[src/design/first_fit_block_allocator_top_defines.svh]
// Assertion macros for the allocator
`ifndef FIRST_FIT_BLOCK_ALLOCATOR_TOP_DEFINES_SVH
`define FIRST_FIT_BLOCK_ALLOCATOR_TOP_DEFINES_SVH
`define FFA_ASSERT_IMPL(lbl, a, b) \
	lbl: assert property (@(posedge clk) disable iff (!arst_n) (a) |-> (b)) \
		else $error("allocator check failed");
`define FFA_ASSERT_NEXT(lbl, a, b) \
	lbl: assert property (@(posedge clk) disable iff (!arst_n) (a) |=> (b)) \
		else $error("allocator check failed");
`endif

[src/design/ffa_ram.sv]
`default_nettype none
module ffa_ram #(
	parameter int Width = 8,
	parameter int Depth = 16
) (
	input  wire logic                     clk,
	input  wire logic                     we,
	input  wire logic [$clog2(Depth)-1:0] waddr,
	input  wire logic [Width-1:0]         wdata,
	input  wire logic [$clog2(Depth)-1:0] raddr,
	output logic      [Width-1:0]         rdata
);
	logic [Width-1:0] mem [Depth];

	// one write port, registered read
	always_ff @(posedge clk) begin
		if (we) mem[waddr] <= wdata;
		rdata <= mem[raddr];
	end
endmodule
`default_nettype wire

[config.mk]
export PLATFORM = sky130hd
export DESIGN_NAME = ffa_ram
export DESIGN_NICKNAME = d
export VERILOG_FILES = /design/src/design/first_fit_block_allocator_top_defines.svh /design/src/design/ffa_ram.sv
export SDC_FILE = /design/constraint.sdc
export NUM_CORES = 1
export LEC_CHECK = 0
export BUFFER_PORTS_ARGS = -buffer_cell sky130_fd_sc_hd__buf_2
export CELL_PAD_IN_SITES_DETAIL_PLACEMENT = 1
export CELL_PAD_IN_SITES_GLOBAL_PLACEMENT = 2
export CORE_ASPECT_RATIO = 1.2
export CORE_UTILIZATION = 40
export CTS_CLUSTER_SIZE = 10
export DETAILED_ROUTE_END_ITERATION = 6
export GPL_TIMING_DRIVEN = 0
export PLACE_DENSITY = 0.78
export SKIP_LAST_GASP = 1
export SLEW_MARGIN = 0
export SYNTH_ARGS = -nofsm -noshare
export SYNTH_HDL_FRONTEND = slang
export SYNTH_SLANG_ARGS = --single-unit
[constraint.sdc]
create_clock -name clk -period 1.4 [get_ports clk]
set_clock_uncertainty 0.05 [all_clocks]
set_input_delay 0 -clock clk [delete_from_list [all_inputs] [get_ports clk]]
set_output_delay 0 -clock clk [all_outputs]
set_load 0.02 [all_outputs]
* Word-level counts from Yosys, hierarchy flattened
Memory sizes are Yosys's and may differ from the RTL's. A register that Yosys moved wholly into a read port is not among the register bits.
Index checks and enable logic that the tools add are counted.
** Word-level totals
- Flip-flop bits (word level) :: 0
- Bits in latches :: 0
- RAM bits :: 128
- ROM bits :: 0
- Input port bits :: 18
- Output and inout bits :: 8
- Word-level logic and storage cells :: 3
- Memories kept :: 1
** Memory list
- mem :: words 16, width 8, rd ports 1, clocked after memory_dff 1, wr ports 1, RTL line ffa_ram.sv:13 : logic [Width-1:0] mem [Depth];
** Cells by class
- $add $sub $neg :: 0
- $mul :: 0
- Divide/modulo/power cells :: 0
- $lt $le $gt $ge :: 0
- Equal/unequal tests :: 0
- Shift operators :: 0
- Multiplexer cells :: 2
- Bitwise operators :: 0
- Reduce and logical (&&, ||, !) cells :: 0
** Operator list (number)
- $mux W1 :: 2

* Longest topological paths before layout
- Depth after elaboration :: 2
- Mapped depth :: 5
- Gate-level depth less buffers :: 3

* Worst setup path before layout
No wires, ideal clock.
- Path kind :: input port to flip-flop
- Start :: in waddr[2]
- End :: mem mem[0][0] (enable)
- Library setup time :: 0.383 ns
- Arrival time :: 1.110 ns
- Required time :: 0.967 ns
- Slack :: -0.143 ns
- Cell stages on the path :: 2
- Path buffers :: 0
- Path through :: or3b_2 nor3_1
** RTL lines
- from (decl) :: RTL line ffa_ram.sv:8 : input wire logic [$clog2(Depth)-1:0] waddr,
- to (decl) :: RTL line ffa_ram.sv:13
Straight into the memory's write port.

==> key figures <==
Route
  – Drc violations: 2
  – Final WL: 11,400 um
  – DR WL/cell: 24.9 um
  – Number of vias per cell: 5.38
  – Drt first pass iters: 6
  – Via count: 2,457
  – 1st-iter DRT viols: 129
  – ANT nets after route: 0

Floorplanning
  – Total core area: 12,600 um^2
  – Starting Density: 40.8%
  – Die width: 106 um
  – Row count: 45
  – Die area: 13,300 um^2
  – IO Pins: 26
  – Die Ht: 126 um

Timing
  – RSZ-0062 raised after global routing: yes
  – Hold Worst Slack: 17.8 ps
  – Period minus WS final: 1410 ps
  – Worst Tran Pin Value: 1170 ps
  – Peak Freq: 0.711 GHz
  – Final setup violation count: 1
  – Slew Limit Fails: 0
  – Hold Fails Final Rpt: 0
  – Final worst setup slack: -6.79 ps
  – Final worst-path cycle share: 100%
  – Headroom to the max-slew limit: 21.7%

Critical path
  – Reg2reg end: rdata[0]
  – Worst Path Arrival: 1650 ps
  – Crit-path cells: mux4_2, a22oi_2, nand2_1
  – Worst endpoint required time: 1640 ps
  – Worst Path Buf+Inv: 0
  – WS Path Type: flip-flop to flip-flop
  – Critical path's top delay family: multiplexers
  – CP max stage delay: 510 ps
  – Critical path launch point type: flip-flop
  – FF-to-FF path depth: 3
  – CP Max Fanout: 1
  – Worst setup EP type: flip-flop
  – Slowest stage cell, crit path: mux4_2
  – Flop-to-flop setup slack: -7 ps
  – Reg2reg start: mem[3][0]

Clocking
  – Worst skew pair latency: 420 ps
  – Clock sinks: 136
  – Setup bufs post-CTS: 0
  – Clock root cell: clkbuf_16
  – Cts bufs inserted: 17
  – H-tree depth: 4
  – CTS tree: built
  – Clock transition at path regs: 60 ps
  – Clk buf depth: 2

Global routing
  – Vias in the first global route: 2,737
  – Initial antenna violation count: 0
  – Total grt overflow: 0
  – GRT Overall Usage: 18.8%
  – Global-route wire length before repair: 17,200 um
  – Largest net degree at the start of global routing: 17

Synthesis
  – Syn Inst Count: 229
  – Synthesized cell area: 5150 um^2
  – Post-synthesis average cell area: 22.5 um^2
  – Post-synthesis sequential area ratio: 77.8%
  – Synth warnings: 0
  – Syn Nets: 247
  – Cell variety after synth: 19
  – Synth Register Bits: 136

Power
  – Psw: 0.00198 W
  – Peak VDD IR: 0.896 mV
  – Switching share of power: 20.4%
  – Power, Total: 0.00969 W
  – Leak pwr: 2.06 nW
  – Seq pwr share: 47.2%
  – Power Internal: 0.00772 W
  – Power Density: 1560 nW/um^2
  – Clock power frac: 47.5%
  – Logic pwr share: 5.3%

Flow run
  – Max_cap viols: 0

Finish
  – Final Core Density: 49.3%
  – Non-Filler Instances: 457
  – Final nets: 298
  – Most common cell after layout, fill and taps aside: edfxtp_1
  – Diode count: 0
  – Area Overhead vs Synth: 20.7%
  – Layout cells sized above 1: 34.8%
  – Commonest non-fill, non-tap cells in the layout: 128 x edfxtp_1, 27 x buf_2, 23 x mux4_2

Placement
  – HPWL Detailed: 6990 um
  – GPL Wtd Cong: 0.694
  – DP Cell Count: 417
  – PortBufs: 24

Min path
  – Hold endpoint: mem[0][7]
  – Worst hold start: waddr[1]
  – HP Class: input port to flip-flop
  – Hold path depth: 2

Outcome
  – Status: finished with violations
  – Failing checks: DRC, setup timing
layer usage:
metal,global-route usage [%],share of wire (%)
met5,0,0
met4,7.35,1.8
met3,4.71,4.4
met2,31.3,53
met1,23.8,41
cells by family (layout without fill, tap and decap cells):
| kind of cell | after synthesis | after routing | synth area share (%) |
|---|---|---|---|
| flops | 136 | 136 | 77.8 |
| simple gates | 35 | 35 | 3.18 |
| mux | 32 | 32 | 15.0 |
| compound gates | 16 | 16 | 2.33 |
| buf+inv | 10 | 74 | 1.68 |
through the flow:
step / worst slack [ps] / cell area (um^2) / setup TNS [ps]
6_report: -6.79 / 6210 / -6.79
5_1_grt: -2.95 / 6210 / -5.69
4_1_cts: -6.21 / 6200 / -6.21
3_5_place_dp: -569 / 5480 / -28960
3_3_place_gp: -519 / 5480 / -23940
2_1_floorplan: 83.9 / 5150 / 0
how the worst max path moves through the flow:
stage,from,endpoint,depth (start not counted)
3_5_place_dp,waddr[2],mem[8][3],3
4_1_cts,mem[4][0],rdata[0],3
5_1_grt,mem[3][0],rdata[0],3
3_3_place_gp,waddr[2],mem[8][3],3
2_1_floorplan,waddr[2],mem[3][0],2
6_report,mem[3][0],rdata[0],3
cell usage after synthesis:
library cell / instances / area share, %
edfxtp_1: 128 / 75
clkdlybuf4s25_2: 3 / 0.58
nor3_1: 4 / 0.39
and2b_1: 1 / 0.15
nor2b_1: 1 / 0.12
nand3_1: 1 / 0.097
buf_4: 1 / 0.15
mux4_2: 18 / 7.9
dfxtp_1: 8 / 3.1
nand3b_1: 2 / 0.29
buf_2: 3 / 0.29
a22oi_1: 16 / 2.3
and2_1: 1 / 0.12
or3b_2: 1 / 0.17
mux4_1: 14 / 7.1
nor2_1: 13 / 0.95
nand2_1: 9 / 0.66
buf_6: 3 / 0.66
nand2b_1: 2 / 0.24
power by group through the flow:
stage                     Combinational, W  Sequential [W]  Clock, W
after floorplan                   0.000231         0.00469         0
after global placement            0.000455         0.00465         0
after detailed placement          0.000472         0.00466         0
after CTS                         0.000511         0.00458   0.00467
after global routing              0.000547         0.00459   0.00481
final                             0.000510         0.00458   0.00460
final cells by class:
type                            count  area (um^2)
Tap cell                          164          205
Timing Repair Buffer               32          200
Sequential cell                   136         4000
Fill cell                        1155         6400
Multi-Input combinational cell     83         1110
Buffer                             10         86.3
Clock buffer                       18          429
Clock inverter                     14          181
state kept, by name, summed over array words and instances (netlist names):
signal / cells
mem: 128
rdata: 8
what timing repair did:
action | 4_1_cts | 5_1_grt
hold buffers | 8 | 0
gates resized for setup | 13 | 6
endpoints found under the setup margin | 29 | 28
endpoints found under the hold margin | 128 | 0
pin swaps | 5 | 3
(Power assumes the default switching activity.)
