**src/design/first_fit_block_allocator_top_defines.svh**
```systemverilog
// Assertion macros for the allocator
`ifndef FIRST_FIT_BLOCK_ALLOCATOR_TOP_DEFINES_SVH
`define FIRST_FIT_BLOCK_ALLOCATOR_TOP_DEFINES_SVH
`define FFA_ASSERT_IMPL(lbl, a, b) \
	lbl: assert property (@(posedge clk) disable iff (!arst_n) (a) |-> (b)) \
		else $error("allocator check failed");
`define FFA_ASSERT_NEXT(lbl, a, b) \
	lbl: assert property (@(posedge clk) disable iff (!arst_n) (a) |=> (b)) \
		else $error("allocator check failed");
`endif

```
**src/design/ffa_pkg.sv**
```systemverilog
`default_nettype none
package ffa_pkg;
	localparam int MaxBlocks   = 64;
	localparam int HeaderBytes = 40;
	localparam int AddrWidth   = 32;
	localparam int IdxW        = $clog2(MaxBlocks);
	localparam int CntW        = $clog2(MaxBlocks + 1);
	localparam int SizeW       = 27;
	localparam int BytesW      = 33;
	localparam int CfgW        = 32;

	localparam logic [1:0] OP_ALLOC   = 2'd0;
	localparam logic [1:0] OP_FREE    = 2'd1;
	localparam logic [1:0] OP_REALLOC = 2'd2;

	localparam logic [2:0] ST_OK       = 3'd0;
	localparam logic [2:0] ST_BAD_SIZE = 3'd1;
	localparam logic [2:0] ST_NO_MEM   = 3'd2;
	localparam logic [2:0] ST_NULL     = 3'd3;
	localparam logic [2:0] ST_UNKNOWN  = 3'd4;

	localparam logic [1:0] REG_HEAP_BASE   = 2'd0;
	localparam logic [1:0] REG_HEAP_LIMIT  = 2'd1;
	localparam logic [1:0] REG_MAX_REQUEST = 2'd2;

	localparam logic [SizeW-1:0] MaxRequestReset = SizeW'(100000000);

	// one table entry: size, free mark, start address
	localparam int EntW = SizeW + 1 + AddrWidth;
	typedef struct packed {
		logic [SizeW-1:0]     size;
		logic                 free;
		logic [AddrWidth-1:0] start;
	} entry_t;

	typedef struct packed {
		logic [1:0]           op;
		logic [SizeW-1:0]     request_size;
		logic [AddrWidth-1:0] block_address;
	} req_t;

	typedef struct packed {
		logic [2:0]           status;
		logic [AddrWidth-1:0] result_address;
		logic [AddrWidth-1:0] copy_source;
		logic [SizeW-1:0]     copy_length;
		logic [CntW-1:0]      free_blocks;
		logic [BytesW-1:0]    free_bytes;
		logic [CntW-1:0]      allocated_blocks;
		logic [BytesW-1:0]    allocated_bytes;
	} rsp_t;
endpackage
`default_nettype wire

```
**src/design/ffa_ctrl.sv**
```systemverilog
`default_nettype none
module ffa_ctrl (
	input  wire logic                             clk,
	input  wire logic                             arst_n,
	input  wire logic                             cfg_we,
	input  wire logic [1:0]                       cfg_index,
	input  wire logic [ffa_pkg::CfgW-1:0]         cfg_data,
	input  wire logic                             req_valid,
	output logic                                  req_ready,
	input  wire ffa_pkg::req_t                    req,
	output logic                                  rsp_valid,
	input  wire logic                             rsp_ready,
	output ffa_pkg::rsp_t                         rsp,
	output logic                                  ram_we,
	output logic [ffa_pkg::IdxW-1:0]              ram_waddr,
	output ffa_pkg::entry_t                       ram_wdata,
	output logic [ffa_pkg::IdxW-1:0]              ram_raddr,
	input  wire ffa_pkg::entry_t                  ram_rdata,
	output logic                                  busy
);
	import ffa_pkg::*;

	localparam logic [2:0] S_IDLE     = 3'd0;
	localparam logic [2:0] S_FIND     = 3'd1;  // address match walk
	localparam logic [2:0] S_FIT      = 3'd2;  // first-fit walk
	localparam logic [2:0] S_APPEND   = 3'd3;
	localparam logic [2:0] S_DONE     = 3'd4;
	localparam logic [2:0] S_FREE_OLD = 3'd7;  // release old block of a moving realloc

	logic [2:0]           state_q;
	logic [AddrWidth-1:0] heap_base_q, heap_limit_q, heap_break_q;
	logic [SizeW-1:0]     max_req_q;
	logic [CntW-1:0]      entry_count_q, free_count_q;
	logic [BytesW-1:0]    free_bytes_q, used_bytes_q;
	req_t                 req_q;
	logic [CntW-1:0]      scan_q;       // index being requested
	logic                 rd_valid_q;   // ram_rdata holds entry scan_q-1
	logic [IdxW-1:0]      rd_idx_q;
	logic                 old_hit_q;    // realloc: matched old block
	logic [IdxW-1:0]      old_idx_q;
	logic [SizeW-1:0]     old_size_q;
	logic                 out_valid_q;
	rsp_t                 out_q;

	logic [AddrWidth-1:0] payload;
	logic [AddrWidth:0]   need, room, top;
	logic                 no_mem;

	assign payload  = ram_rdata.start + AddrWidth'(HeaderBytes);
	assign need = (AddrWidth+1)'(HeaderBytes) + (AddrWidth+1)'(req_q.request_size);
	assign room = {1'b0, heap_limit_q} - {1'b0, heap_break_q};
	assign top  = {1'b0, {AddrWidth{1'b1}}} - {1'b0, heap_break_q};
	assign no_mem = (entry_count_q >= CntW'(MaxBlocks)) || (heap_break_q > heap_limit_q)
		|| (need > room) || (need > top);

	assign req_ready = (state_q == S_IDLE) && !out_valid_q;
	assign rsp_valid = out_valid_q;
	assign rsp       = out_q;
	assign ram_raddr = scan_q[IdxW-1:0];
	assign busy      = (state_q != S_IDLE);

	// walk the table reading one entry per cycle; modify and write back the matched entry
	always_ff @(posedge clk or negedge arst_n) begin
		if (!arst_n) begin
			state_q       <= S_IDLE;
			heap_base_q   <= '0;
			heap_limit_q  <= '1;
			heap_break_q  <= '0;
			max_req_q     <= MaxRequestReset;
			entry_count_q <= '0;
			free_count_q  <= '0;
			free_bytes_q  <= '0;
			used_bytes_q  <= '0;
			scan_q        <= '0;
			rd_valid_q    <= 1'b0;
			out_valid_q   <= 1'b0;
			ram_we        <= 1'b0;
		end else begin
			ram_we <= 1'b0;
			if (out_valid_q && rsp_ready) out_valid_q <= 1'b0;
			if (cfg_we) begin
				unique case (cfg_index)
					REG_HEAP_BASE: begin
						heap_base_q <= cfg_data;
						if (entry_count_q == '0) heap_break_q <= cfg_data;
					end
					REG_HEAP_LIMIT:  heap_limit_q <= cfg_data;
					REG_MAX_REQUEST: max_req_q <= cfg_data[SizeW-1:0];
					default: ;
				endcase
			end
			rd_valid_q <= 1'b0;
			unique case (state_q)
				S_IDLE: begin
					if (req_valid && req_ready) begin
						req_q     <= req;
						old_hit_q <= 1'b0;
						scan_q    <= '0;
						out_q     <= '0;
						state_q   <= S_DONE;
						unique case (req.op)
							OP_ALLOC: begin
								if (req.request_size == '0 || req.request_size > max_req_q)
									out_q.status <= ST_BAD_SIZE;
								else state_q <= S_FIT;
							end
							OP_FREE: begin
								if (req.block_address == '0) out_q.status <= ST_NULL;
								else state_q <= S_FIND;
							end
							OP_REALLOC: begin
								if (req.request_size == '0 || req.request_size > max_req_q)
									out_q.status <= ST_BAD_SIZE;
								else if (req.block_address == '0) state_q <= S_FIT;
								else state_q <= S_FIND;
							end
							default: ;
						endcase
					end
				end
				S_FIND: begin
					if (rd_valid_q && payload == req_q.block_address) begin
						state_q <= S_DONE;
						if (req_q.op == OP_FREE) begin
							if (!ram_rdata.free) begin
								ram_we       <= 1'b1;
								ram_waddr    <= rd_idx_q;
								ram_wdata    <= '{size: ram_rdata.size, free: 1'b1,
									start: ram_rdata.start};
								free_count_q <= free_count_q + 1'b1;
								free_bytes_q <= free_bytes_q + BytesW'(ram_rdata.size);
							end
						end else if (ram_rdata.free) begin
							out_q.status <= ST_UNKNOWN;
						end else if (ram_rdata.size >= req_q.request_size) begin
							out_q.result_address <= req_q.block_address;
						end else begin
							old_hit_q  <= 1'b1;
							old_idx_q  <= rd_idx_q;
							old_size_q <= ram_rdata.size;
							scan_q     <= '0;
							state_q    <= S_FIT;
						end
					end else if (scan_q >= entry_count_q) begin
						if (!rd_valid_q) begin
							out_q.status <= ST_UNKNOWN;
							state_q      <= S_DONE;
						end
					end else begin
						rd_valid_q <= 1'b1;
						rd_idx_q   <= scan_q[IdxW-1:0];
						scan_q     <= scan_q + 1'b1;
					end
				end
				S_FIT: begin
					if (rd_valid_q && ram_rdata.free && ram_rdata.size >= req_q.request_size) begin
						ram_we       <= 1'b1;
						ram_waddr    <= rd_idx_q;
						ram_wdata    <= '{size: ram_rdata.size, free: 1'b0,
							start: ram_rdata.start};
						free_count_q <= free_count_q - 1'b1;
						free_bytes_q <= free_bytes_q - BytesW'(ram_rdata.size);
						out_q.result_address <= payload;
						state_q      <= S_APPEND;
						scan_q       <= '1;   // marks reuse for the finish step
					end else if (scan_q >= entry_count_q) begin
						if (!rd_valid_q) begin
							scan_q  <= '0;
							state_q <= S_APPEND;
						end
					end else begin
						rd_valid_q <= 1'b1;
						rd_idx_q   <= scan_q[IdxW-1:0];
						scan_q     <= scan_q + 1'b1;
					end
				end
				S_APPEND: begin
					// scan_q all ones: reused a block; else append at the break
					state_q <= S_DONE;
					if (scan_q != '1 && no_mem) begin
						out_q.status <= ST_NO_MEM;
						out_q.result_address <= '0;
					end else begin
						if (scan_q != '1) begin
							ram_we        <= 1'b1;
							ram_waddr     <= entry_count_q[IdxW-1:0];
							ram_wdata     <= '{size: req_q.request_size, free: 1'b0,
								start: heap_break_q};
							entry_count_q <= entry_count_q + 1'b1;
							heap_break_q  <= heap_break_q + need[AddrWidth-1:0];
							used_bytes_q  <= used_bytes_q + BytesW'(req_q.request_size);
							out_q.result_address <= heap_break_q + AddrWidth'(HeaderBytes);
						end
						if (old_hit_q) begin
							out_q.copy_source <= req_q.block_address;
							out_q.copy_length <= old_size_q;
							state_q <= S_FREE_OLD;
						end
					end
				end
				S_FREE_OLD: begin
					// old block of a moving reallocate goes free
					ram_we    <= 1'b1;
					ram_waddr <= old_idx_q;
					ram_wdata <= '{size: old_size_q, free: 1'b1,
						start: req_q.block_address - AddrWidth'(HeaderBytes)};
					free_count_q <= free_count_q + 1'b1;
					free_bytes_q <= free_bytes_q + BytesW'(old_size_q);
					state_q <= S_DONE;
				end
				S_DONE: begin
					out_q.free_blocks      <= free_count_q;
					out_q.free_bytes       <= free_bytes_q;
					out_q.allocated_blocks <= entry_count_q;
					out_q.allocated_bytes  <= used_bytes_q;
					out_valid_q <= 1'b1;
					state_q     <= S_IDLE;
				end
				default: state_q <= S_IDLE;
			endcase
		end
	end
endmodule
`default_nettype wire

```
**config.mk**
```make
export PLATFORM = sky130hd
export DESIGN_NAME = ffa_ctrl
export DESIGN_NICKNAME = d
export VERILOG_FILES = /design/src/design/first_fit_block_allocator_top_defines.svh /design/src/design/ffa_pkg.sv /design/src/design/ffa_ctrl.sv
export SDC_FILE = /design/constraint.sdc
export NUM_CORES = 1
export LEC_CHECK = 0
export BUFFER_PORTS_ARGS = -buffer_cell sky130_fd_sc_hd__buf_2
export CELL_PAD_IN_SITES_DETAIL_PLACEMENT = 1
export CELL_PAD_IN_SITES_GLOBAL_PLACEMENT = 1
export CORE_AREA = 2 2 292 294
export CTS_BUF_LIST = sky130_fd_sc_hd__clkbuf_8
export CTS_CLUSTER_SIZE = 30
export DETAILED_ROUTE_END_ITERATION = 8
export DIE_AREA = 0 0 294 296
export PLACE_DENSITY_LB_ADDON = 0.1
export SLEW_MARGIN = 20
export SYNTH_ARGS = -nofsm -noshare
export SYNTH_HDL_FRONTEND = slang
export SYNTH_SLANG_ARGS = --single-unit
```
**constraint.sdc**
```tcl
create_clock -name clk -period 7.3 [get_ports clk]
set_clock_uncertainty 0.1 [all_clocks]
set_input_delay 0.73 -clock clk [delete_from_list [all_inputs] [get_ports clk]]
set_output_delay 0.73 -clock clk [all_outputs]
set_load 0.02 [all_outputs]
```
# Yosys cells after proc, flatten, opt, wreduce, memory -nomap -nowiden
# Index checks and enable logic that the tools add are counted.
# op_classes
add_sub_neg,15
multipliers,0
n_div,0
order_cmp,7
eq_ne,37
shifts,0
muxes,101
n_bitwise,4
reduce_logical,45
# ops
cell,count
32-bit 2-to-1 mux,12
60-bit 2-to-1 mux,6
60-bit case mux with 4 select lines,1
174-bit 2-to-1 mux,1
80-bit case mux with 2 select lines,1
33-bit 2-to-1 mux,4
32-bit case mux with 4 select lines,1
59-bit 2-to-1 mux,2
59-bit case mux with 2 select lines,1
33-bit by 27-bit adder with 33-bit output,3
33-bit case mux with 3 select lines,1
7-bit 2-to-1 mux,13
28-bit by 33-bit > comparator with 1-bit output,2
32-bit by 6-bit adder with 32-bit output (second input constant),2
6-bit 2-to-1 mux,9
3-bit 2-to-1 mux,16
7-bit case mux with 3 select lines,2
35-bit 2-to-1 mux,1
32-bit by 32-bit subtractor with 33-bit output,1
32-bit by 32-bit subtractor with 33-bit output (first input constant),1
33-bit by 27-bit subtractor with 33-bit output,1
32-bit by 28-bit adder with 32-bit output,1
32-bit == test,1
32-bit > comparator,1
48 further kinds,125
# totals
regBits,525
latchBits,0
mem_bits_rw,0
mem_bits_ro,0
output_inout_bits,250
word_cells,240
n_memories,0

# Depth between registers and ports, before layout
# Gate-level depths: netlist (run 1).
# depth
ltp_word,7
depth_mapped,28

# Worst setup path before layout (run 1)
# Ideal clock, no wire load.
# synth_timing
path_kind,register to register
from,register heap_break_q[4]
to,register ram_waddr[0] (netlist name) (enable)
arrival_ns,6.212
t_required_ns,6.769
path_slack_ns,0.556
path_stages_with_launch,27
period_less_slack_ns,6.744
cell_sequence,dfrtp_1 inv_1 ha_1 a21o_1 or3_1 o211ai_1 o31a_1 a21boi_0 nor2b_1 o31a_1 o21ai_0 nand2b_1 a21oi_1 xor2_1 ha_1 a21oi_1 nor2_1 a2111oi_0 o21ai_0 a2111oi_0 or4_1 nor4b_2 a32oi_1 o311ai_2 buf_4 nand2_1 and3_1
# synth_via
elab_chain_len,7
# synth_lines
element,line_no,source
"start, declared",ffa_ctrl.sv:31,"logic [AddrWidth-1:0] heap_base_q, heap_limit_q, heap_break_q;"
"start signal, assigned",ffa_ctrl.sv:85,if (entry_count_q == '0) heap_break_q <= cfg_data;
"start signal, assigned",ffa_ctrl.sv:190,heap_break_q <= heap_break_q + need[AddrWidth-1:0];
32-bit by 32-bit subtractor with 33-bit output / 32-bit > comparator (equally long branches),"ffa_ctrl.sv:51, ffa_ctrl.sv:53",
28-bit by 33-bit > comparator with 1-bit output / 1-bit logical OR (equally long branches),"ffa_ctrl.sv:54, ffa_ctrl.sv:53",
1-bit logical OR,ffa_ctrl.sv:54,|| (need > room) || (need > top);
1-bit logical OR (*),ffa_ctrl.sv:54,
1-bit logical AND (*),ffa_ctrl.sv:180,if (scan_q != '1 && no_mem) begin
2-bit inequality test (no source line) (*),n/a,
8-bit AND reduction (no source line) (*),n/a,
"end signal, assigned",ffa_ctrl.sv:158,ram_waddr <= rd_idx_q;
"end signal, assigned",ffa_ctrl.sv:186,ram_waddr <= entry_count_q[IdxW-1:0];
"end signal, assigned",ffa_ctrl.sv:204,ram_waddr <= old_idx_q;
"end, declared",ffa_ctrl.sv:15,"output logic [ffa_pkg::IdxW-1:0] ram_waddr,"
# Every way passes the cells marked *; elsewhere a longest branch is shown, timed or not.
# A chain may end at the register's enable or synchronous reset.

# Worst setup path after layout (run 1)
# layout_timing
from,register heap_break_q[4]
to,register heap_break_q[28]
# layout_via
elab_chain_len,7
# layout_lines
element,line_no,source
32-bit by 32-bit subtractor with 33-bit output / 32-bit > comparator (equally long branches),"ffa_ctrl.sv:51, ffa_ctrl.sv:53",
28-bit by 33-bit > comparator with 1-bit output / 1-bit logical OR (equally long branches),"ffa_ctrl.sv:54, ffa_ctrl.sv:53",
1-bit logical OR (2 in series),ffa_ctrl.sv:54,
1-bit logical AND,ffa_ctrl.sv:180,
32-bit 2-to-1 mux (*),ffa_ctrl.sv:180,
32-bit 2-to-1 mux (*),ffa_ctrl.sv:93,unique case (state_q)
# Marked as above.

==> flow_summary.ini, run 1 <==
[worst_hold_path]
hold_path_depth = 2
timing.hold.worst.class = in2reg

[critical_path]
data_arrival_time_at_the_worst_slack_endpoint_ns = 7.48
regToRegSetupSlack_ns = 0.34
critPathMaxFanout = 27
cp.depth = 27
worst_path_max_delay_cell = sky130_fd_sc_hd__a2111oi_0
ff2ff_path_depth = 27
critPathTopFamily = compound AO/OA/AOI/OAI gates
setup.worst_path.end_class = register
timing.setup.critical_path_class = reg2reg
required_ns = 7.82
timing.critical_path.buf_inv = 3
worstSetupStartpointType = register
timing.critical_path.slowest_cell_delay_ns = 0.67

[routing]
drt_drc_violations_left = 0
postRouteAntennaNets = 0
top_layer = met4
finalWirelength_um = 133400
initialDrtViolationCount = 1875
routedLengthMet1_um = 58230
pre_repair_dr_iteration_count = 6
vias = 28070
viasPerCell = 5.775
detail_route.wl_per_cell_um = 27.45
route.met3.wl_um = 7280
detailroute.wirelength.met2_um = 63370

[job]
cap_viol_max_count = 0

[power]
seqPwrFrac_pct = 30.2
power_switching_w = 0.007391
internal-power_w = 0.008709
netSwitchingFraction_pct = 45.91
power_per_cell_area_nw_per_um2 = 417.1
static_leakage_nw = 16.36
comb_power_share_pct = 51.6
clock_power_share_pct = 18.2
peakVddDrop_v = 0.0002434

[global_route]
grt_usage_pct = 30.13
number_of_antenna_violations_at_the_first_check_in_global_routing = 2
grt_overflow_total = 0
largest_net_degree_at_the_start_of_global_routing = 81
grt_first_pass_wirelength_um = 194500
grt_pass1_vias = 29170

[final_layout]
layout_common_cells = 408 x sky130_fd_sc_hd__buf_2, 341 x sky130_fd_sc_hd__edfxtp_1, 261 x sky130_fd_sc_hd__nand2_1
leading_cell_type_in_the_layout_fill_and_taps_excluded = sky130_fd_sc_hd__buf_2
instances_no_fill = 4860
filler_cell_count = 9506
syn2layout_area_growth_pct = 16.10
finish.net_count = 4065
drive_gt1_share_pct = 20.90

[yosys]
postSynth.asyncResetShare_pct = 35.05
avgSynthCellArea_um2 = 10.20
synth_flop_cell = sky130_fd_sc_hd__edfxtp_1
synth_nets = 3647
syn_area_um2 = 33250
syn_inst = 3260
ys_ff_latch = 525
synth_cell_types = 95
synth.yosys.warnings = 0
yosysSeqAreaShare_pct = 44.81
synth_edf_count = 341

[sta]
worst_slew_pin_slew_ns = 1.052
grt_setup_unrepaired = no
maxSlewHeadroom_pct = 29.88
fmax_ghz = 0.1436
total_negative_setup_slack_ns = 0
final_min_period_over_clock_period_pct = 95.40
period_minus_slack_ns = 6.964
finalHoldViolations = 0
final-setup-viol-count = 0
drv_slew = 0

[status]
status = finished clean

[placement]
buffer_ports.inserted = 409
dpl.hpwl_um = 103900
dpl_cells = 4662
gpl.final_weighted_congestion = 0.9154

[clock_tree]
cts_sink_count = 525
cts-htree-levels = 3
worst_skew_pair.late_latency_ns = 0.75
root_buffer = sky130_fd_sc_hd__clkbuf_8
path_clk_slew_ns = 0.06
cts_made_buffers = 101
cts-root-to-sink-buffers = 3
tritoncts = done

[floorplanning]
core_box_area_um2 = 84210
die_w_um = 294
io_pins = 410
floorplan.rows = 107
die-area_um2 = 87020
floorplan.initialDensity_pct = 39.49
die_height_um = 296
-- worst register-to-register path, stage by stage (launching register included) --
cell                        delay [ns]
sky130_fd_sc_hd__dfrtp_1          0.43
sky130_fd_sc_hd__inv_1            0.10
sky130_fd_sc_hd__ha_1             0.34
sky130_fd_sc_hd__a21o_1           0.22
sky130_fd_sc_hd__or3_1            0.33
sky130_fd_sc_hd__o211ai_1         0.23
sky130_fd_sc_hd__buf_4            0.17
sky130_fd_sc_hd__o31a_1           0.20
sky130_fd_sc_hd__a21boi_0         0.15
sky130_fd_sc_hd__nor2b_1          0.16
sky130_fd_sc_hd__o31a_1           0.25
sky130_fd_sc_hd__o21ai_0          0.22
sky130_fd_sc_hd__nand2b_1         0.09
sky130_fd_sc_hd__a21oi_1          0.18
sky130_fd_sc_hd__xor2_1           0.10
sky130_fd_sc_hd__ha_1             0.18
sky130_fd_sc_hd__a21oi_1          0.12
sky130_fd_sc_hd__nor2_1           0.07
sky130_fd_sc_hd__a2111oi_0        0.41
sky130_fd_sc_hd__o21ai_0          0.15
sky130_fd_sc_hd__a2111oi_0        0.67
sky130_fd_sc_hd__or4_1            0.24
sky130_fd_sc_hd__nor4b_2          0.06
sky130_fd_sc_hd__a32oi_1          0.41
sky130_fd_sc_hd__o311a_1          0.32
sky130_fd_sc_hd__buf_4            0.43
sky130_fd_sc_hd__a22oi_1          0.16
sky130_fd_sc_hd__or3_1            0.33
-- stage by stage --
step / hold slack [ns] / util [%] / setup slack (ns) / area [um^2] / total power (W)
6_report: 0.06865 / 45.84 / 0.3358 / 38600 / 0.01610
3_3_place_gp: 0.3421 / 43.42 / 0.4801 / 36560 / 0.01286
4_1_cts: 0.004654 / 45.77 / 0.3186 / 38540 / 0.01612
3_5_place_dp: 0.3480 / 43.42 / 0.4172 / 36560 / 0.01312
2_1_floorplan: 0.3262 / - / 0.5563 / 33250 / 0.01029
5_1_grt: 0.04872 / 45.84 / 0.03086 / 38600 / 0.01716
-- registers in the layout, summed over array words and instances, names as in the netlist, 7 cells and up --
| signal | cells |
|---|---|
| req_q | 61 |
| free_bytes_q | 33 |
| entry_count_q | 7 |
| rsp | 174 |
| free_count_q | 7 |
| max_req_q | 27 |
| heap_break_q | 32 |
| heap_limit_q | 32 |
| scan_q | 7 |
| old_size_q | 27 |
| used_bytes_q | 33 |
| ram_wdata | 60 |
-- Yosys cell counts (all sizes together), types with 9 or more instances --
library cell | instances | area [um^2]
mux2 | 99 | 1115
nor2 | 161 | 606.8
clkbuf | 107 | 404.1
o211ai | 19 | 147.6
nor3 | 65 | 330.3
and2 | 141 | 882.1
nor4 | 53 | 397.9
or4 | 11 | 86.33
inv | 158 | 593.1
nor2b | 27 | 168.9
o21ai | 231 | 1175
o21bai | 23 | 172.7
xnor2 | 167 | 1463
dfrtp | 140 | 3503
nand3 | 88 | 445.4
mux2i | 87 | 870.8
o21a | 21 | 157.7
edfxtp | 341 | 10240
a21oi | 232 | 1187
buf | 43 | 245.2
xor2 | 76 | 665.6
a22o | 9 | 78.83
a211oi | 18 | 140.1
o221ai | 15 | 131.4
a21o | 58 | 435.4
ha | 222 | 2778
o31ai | 10 | 75.07
a22oi | 28 | 210.2
or3 | 25 | 156.4
nand4 | 45 | 326.6
and3 | 31 | 193.9
o22ai | 39 | 244.0
nand2b | 26 | 162.7
dfstp | 44 | 1156
and4 | 15 | 131.4
a31oi | 21 | 131.4
nand2 | 264 | 993.5
-- cell type report --
class | instances | area, um^2 | share of cell area [%]
Clock inverter | 80 | 444.2 | 1.151
Inverter | 158 | 593.1 | 1.536
Sequential cell | 525 | 14900 | 38.61
Multi-Input combinational cell | 2427 | 17180 | 44.49
Tap cell | 1090 | 1364 | 3.533
Clock buffer | 111 | 1528 | 3.957
Antenna cell | 4 | 10.01 | 0.02593
Timing Repair Buffer | 465 | 2586 | 6.699
-- metal layers --
layer	GRT usage (%)	up-vias
li1	-	12810
met1	40.37	14260
met2	50.18	800
met3	3.957	194
met4	10.35	0
met5	0	-
-- path summary, 6_finish.rpt --
| kind | to | startpoint |
|---|---|---|
| max | heap_break_q[28] | heap_break_q[4] |
| min | rsp_valid | rsp_ready |
| max reg2reg | heap_break_q[28] | heap_break_q[4] |
| min reg2reg | old_idx_q[0] | rd_idx_q[0] |
| max in group asynchronous | heap_break_q[16] | arst_n |
| min in group asynchronous | free_bytes_q[8] | arst_n |
-- kinds of logic (layout without fill, tap and decap cells) --
| family | count (synthesis) | in the layout | share of synthesized area, % |
|---|---|---|---|
| muxes | 186 | 186 | 5.972 |
| buffers and inverters | 308 | 814 | 3.737 |
| DFF | 525 | 525 | 44.81 |
| and+or+nand+nor | 981 | 981 | 15.44 |
| AOI/OAI and AO/OA | 784 | 784 | 14.59 |
| xor gates and xnor gates | 249 | 249 | 6.807 |
| other | 0 | 4 | 0 |
| adders and majority gates | 227 | 227 | 8.655 |
-- what timing repair did --
action,4_1_cts,5_1_grt
hold buffers,1,0
resized for setup,0,2
buffers inserted,0,1
hold endpoints to repair,21,0
endpoints found under the setup margin,0,81
-- power groups by stage --
stage | Combinational [W] | Sequential [W] | Clock, W
after CTS | 0.00825 | 0.00487 | 0.00300
after global routing | 0.00912 | 0.00493 | 0.00311
final | 0.00831 | 0.00486 | 0.00293
after global placement | 0.00796 | 0.00490 | 0
after floorplan | 0.00533 | 0.00496 | 0
after detailed placement | 0.00820 | 0.00492 | 0
Note: power is estimated with default switching activity, not from simulation.
==> inputs of run 2 (changes only) <==
Settings changed: CORE_AREA 2 2 292 294 to 2 2 267 269, DIE_AREA 0 0 294 296 to 0 0 269 271.
==> flow_summary.ini, run 2 (same netlist as run 1, synthesis figures left out) <==
[status]
status = finished clean

[routing]
detail_route.wl_per_cell_um = 27.47
route.met3.wl_um = 9715
detailroute.wirelength.met2_um = 59320
drt_drc_violations_left = 0
viasPerCell = 6.098
vias = 28700
initialDrtViolationCount = 2528
postRouteAntennaNets = 0
top_layer = met5
routedLengthMet1_um = 55260
finalWirelength_um = 129300
pre_repair_dr_iteration_count = 7

[critical_path]
timing.critical_path.buf_inv = 4
critPathMaxFanout = 12
setup.worst_path.end_class = register
worst_path_max_delay_cell = sky130_fd_sc_hd__or4_1
worstSetupStartpointType = register
data_arrival_time_at_the_worst_slack_endpoint_ns = 7.22
timing.setup.critical_path_class = reg2reg
required_ns = 7.80
timing.critical_path.slowest_cell_delay_ns = 0.54
critPathTopFamily = simple AND/OR/NAND/NOR gates

[floorplanning]
die-area_um2 = 72900
core_box_area_um2 = 69790
die_height_um = 271
floorplan.rows = 97
die_w_um = 269
io_pins = 410
floorplan.initialDensity_pct = 47.65

[clock_tree]
cts-root-to-sink-buffers = 3
worst_skew_pair.late_latency_ns = 0.74
tritoncts = done
path_clk_slew_ns = 0.06
root_buffer = sky130_fd_sc_hd__clkbuf_8
cts_made_buffers = 94
cts-htree-levels = 3
cts_sink_count = 525

[placement]
worst_slack_at_placement_ns = 0.3732
buffer_ports.inserted = 409
gpl.final_weighted_congestion = 0.9970
dpl.hpwl_um = 98530

[job]
cap_viol_max_count = 0

[final_layout]
multi_input_comb_area_um2 = 17170
filler_cell_count = 7868
drive_gt1_share_pct = 20.62
finish.net_count = 4054
leading_cell_type_in_the_layout_fill_and_taps_excluded = sky130_fd_sc_hd__buf_2
syn2layout_area_growth_pct = 15.47
final-seq-area_um2 = 14900
number_of_flip_flops_under_the_largest_register_name = 174
layout_common_cells = 408 x sky130_fd_sc_hd__buf_2, 341 x sky130_fd_sc_hd__edfxtp_1, 262 x sky130_fd_sc_hd__nand2_1

[power]
peakVddDrop_v = 0.0002394
static_leakage_nw = 16.33
power_per_cell_area_nw_per_um2 = 420.3

[global_route]
grt_overflow_total = 0
largest_net_degree_at_the_start_of_global_routing = 144
grt_first_pass_wirelength_um = 189800
grt_pass1_vias = 29500
grt_usage_pct = 35.04
number_of_antenna_violations_at_the_first_check_in_global_routing = 15

[sta]
setup_ws_ns = 0.5790
total_negative_setup_slack_ns = 0
final_min_period_over_clock_period_pct = 92.07
finalHoldViolations = 0
drv_slew = 0
finalHoldWorstSlack_ns = 0.1014
grt_setup_unrepaired = no
period_minus_slack_ns = 6.721
final-setup-viol-count = 0
maxSlewHeadroom_pct = 24.25
worst_slew_pin_slew_ns = 1.126
fmax_ghz = 0.1488

[worst_hold_path]
timing.hold.worst.class = in2reg
[run 2: changes by cell type in the layout (fill, tap and decap cells not counted), moves of 2 or more]
cell,before,now
sky130_fd_sc_hd__inv_6,2,0
sky130_fd_sc_hd__inv_1,187,194
sky130_fd_sc_hd__clkbuf_8,112,108
sky130_fd_sc_hd__clkinv_2,19,10
sky130_fd_sc_hd__diode_2,4,18
sky130_fd_sc_hd__buf_4,47,44
sky130_fd_sc_hd__bufinv_16,3,5
sky130_fd_sc_hd__clkinv_8,1,3
sky130_fd_sc_hd__clkinv_1,20,9
[run 2: worst register-to-register path: stages, from the launching register on]
cell and delay (ns):
sky130_fd_sc_hd__dfrtp_1 0.45, sky130_fd_sc_hd__inv_1 0.09, sky130_fd_sc_hd__ha_1 0.34, sky130_fd_sc_hd__a21o_1 0.21
sky130_fd_sc_hd__or3_1 0.33, sky130_fd_sc_hd__o211ai_1 0.38, sky130_fd_sc_hd__o31a_1 0.26, sky130_fd_sc_hd__a21boi_0 0.14
sky130_fd_sc_hd__nor2b_1 0.16, sky130_fd_sc_hd__o31a_1 0.25, sky130_fd_sc_hd__o21ai_0 0.21, sky130_fd_sc_hd__nand2b_1 0.08
sky130_fd_sc_hd__a21oi_1 0.17, sky130_fd_sc_hd__xor2_1 0.09, sky130_fd_sc_hd__ha_1 0.28, sky130_fd_sc_hd__and4_1 0.23
sky130_fd_sc_hd__nand4_1 0.16, sky130_fd_sc_hd__nor3_1 0.27, sky130_fd_sc_hd__a2111oi_2 0.08, sky130_fd_sc_hd__or4_1 0.54
sky130_fd_sc_hd__nor4b_2 0.30, sky130_fd_sc_hd__nand3_1 0.17, sky130_fd_sc_hd__o311ai_2 0.29, sky130_fd_sc_hd__buf_4 0.23
sky130_fd_sc_hd__nor2_4 0.08, sky130_fd_sc_hd__buf_12 0.20, sky130_fd_sc_hd__buf_4 0.20, sky130_fd_sc_hd__mux2_1 0.35
[run 2: repair_timing]
action | 4_1_cts | 5_1_grt
setup endpoints to repair | 0 | 159
setup buffers | 0 | 5
hold endpoints to repair | 47 | 0
hold buffers | 1 | 0
resized for setup | 0 | 2
[run 2: stage by stage]
stage	cell area [um^2]	std cells	util, %	total power [W]
after floorplan	33250	3260	-	0.01029
after global placement	36290	4504	52.01	0.01274
after detailed placement	36290	4504	52.01	0.01305
after CTS	38260	4682	54.83	0.01605
after global routing	38380	4701	55.00	0.01712
final	38390	4706	55.02	0.01614
[run 2: power by group]
group / switching, W / internal [W] / total (W)
logic: 0.00522 / 0.00308 / 0.00830
clock network: 0.00138 / 0.00154 / 0.00292
registers: 0.000803 / 0.00412 / 0.00492
[run 2: layout make-up]
class | instances | area share (%)
multi-input combinational | 2427 | 44.73
clock buffer | 107 | 3.836
clock inverter | 70 | 1.268
timing repair buffer | 461 | 6.625
tap | 940 | 3.063
sequential | 525 | 38.82
inverter | 158 | 1.545
antenna | 18 | 0.1173
[run 2: path summary, 6_finish.rpt]
kind / slack (ns) / cells after the start / startpoint / endpoint
setup / recovery: 0.58 / 27 / heap_break_q[4] / used_bytes_q[5]
hold / removal: 0.10 / 1 / req[19] / req_q[19]
setup reg to reg: 0.58 / 27 / heap_break_q[4] / used_bytes_q[5]
hold reg to reg: 0.35 / 0 / rd_idx_q[0] / old_idx_q[0]
max in group asynchronous: 5.33 / 3 / arst_n / heap_break_q[26]
min in group asynchronous: 0.43 / 2 / arst_n / free_bytes_q[21]
[run 2: metal layers]
| metal | vias up | GRT usage (%) |
|---|---|---|
| met5 | - | 0 |
| met4 | 2 | 13.70 |
| met3 | 239 | 5.534 |
| met2 | 1200 | 54.99 |
| met1 | 14450 | 48.46 |
| li1 | 12800 | - |
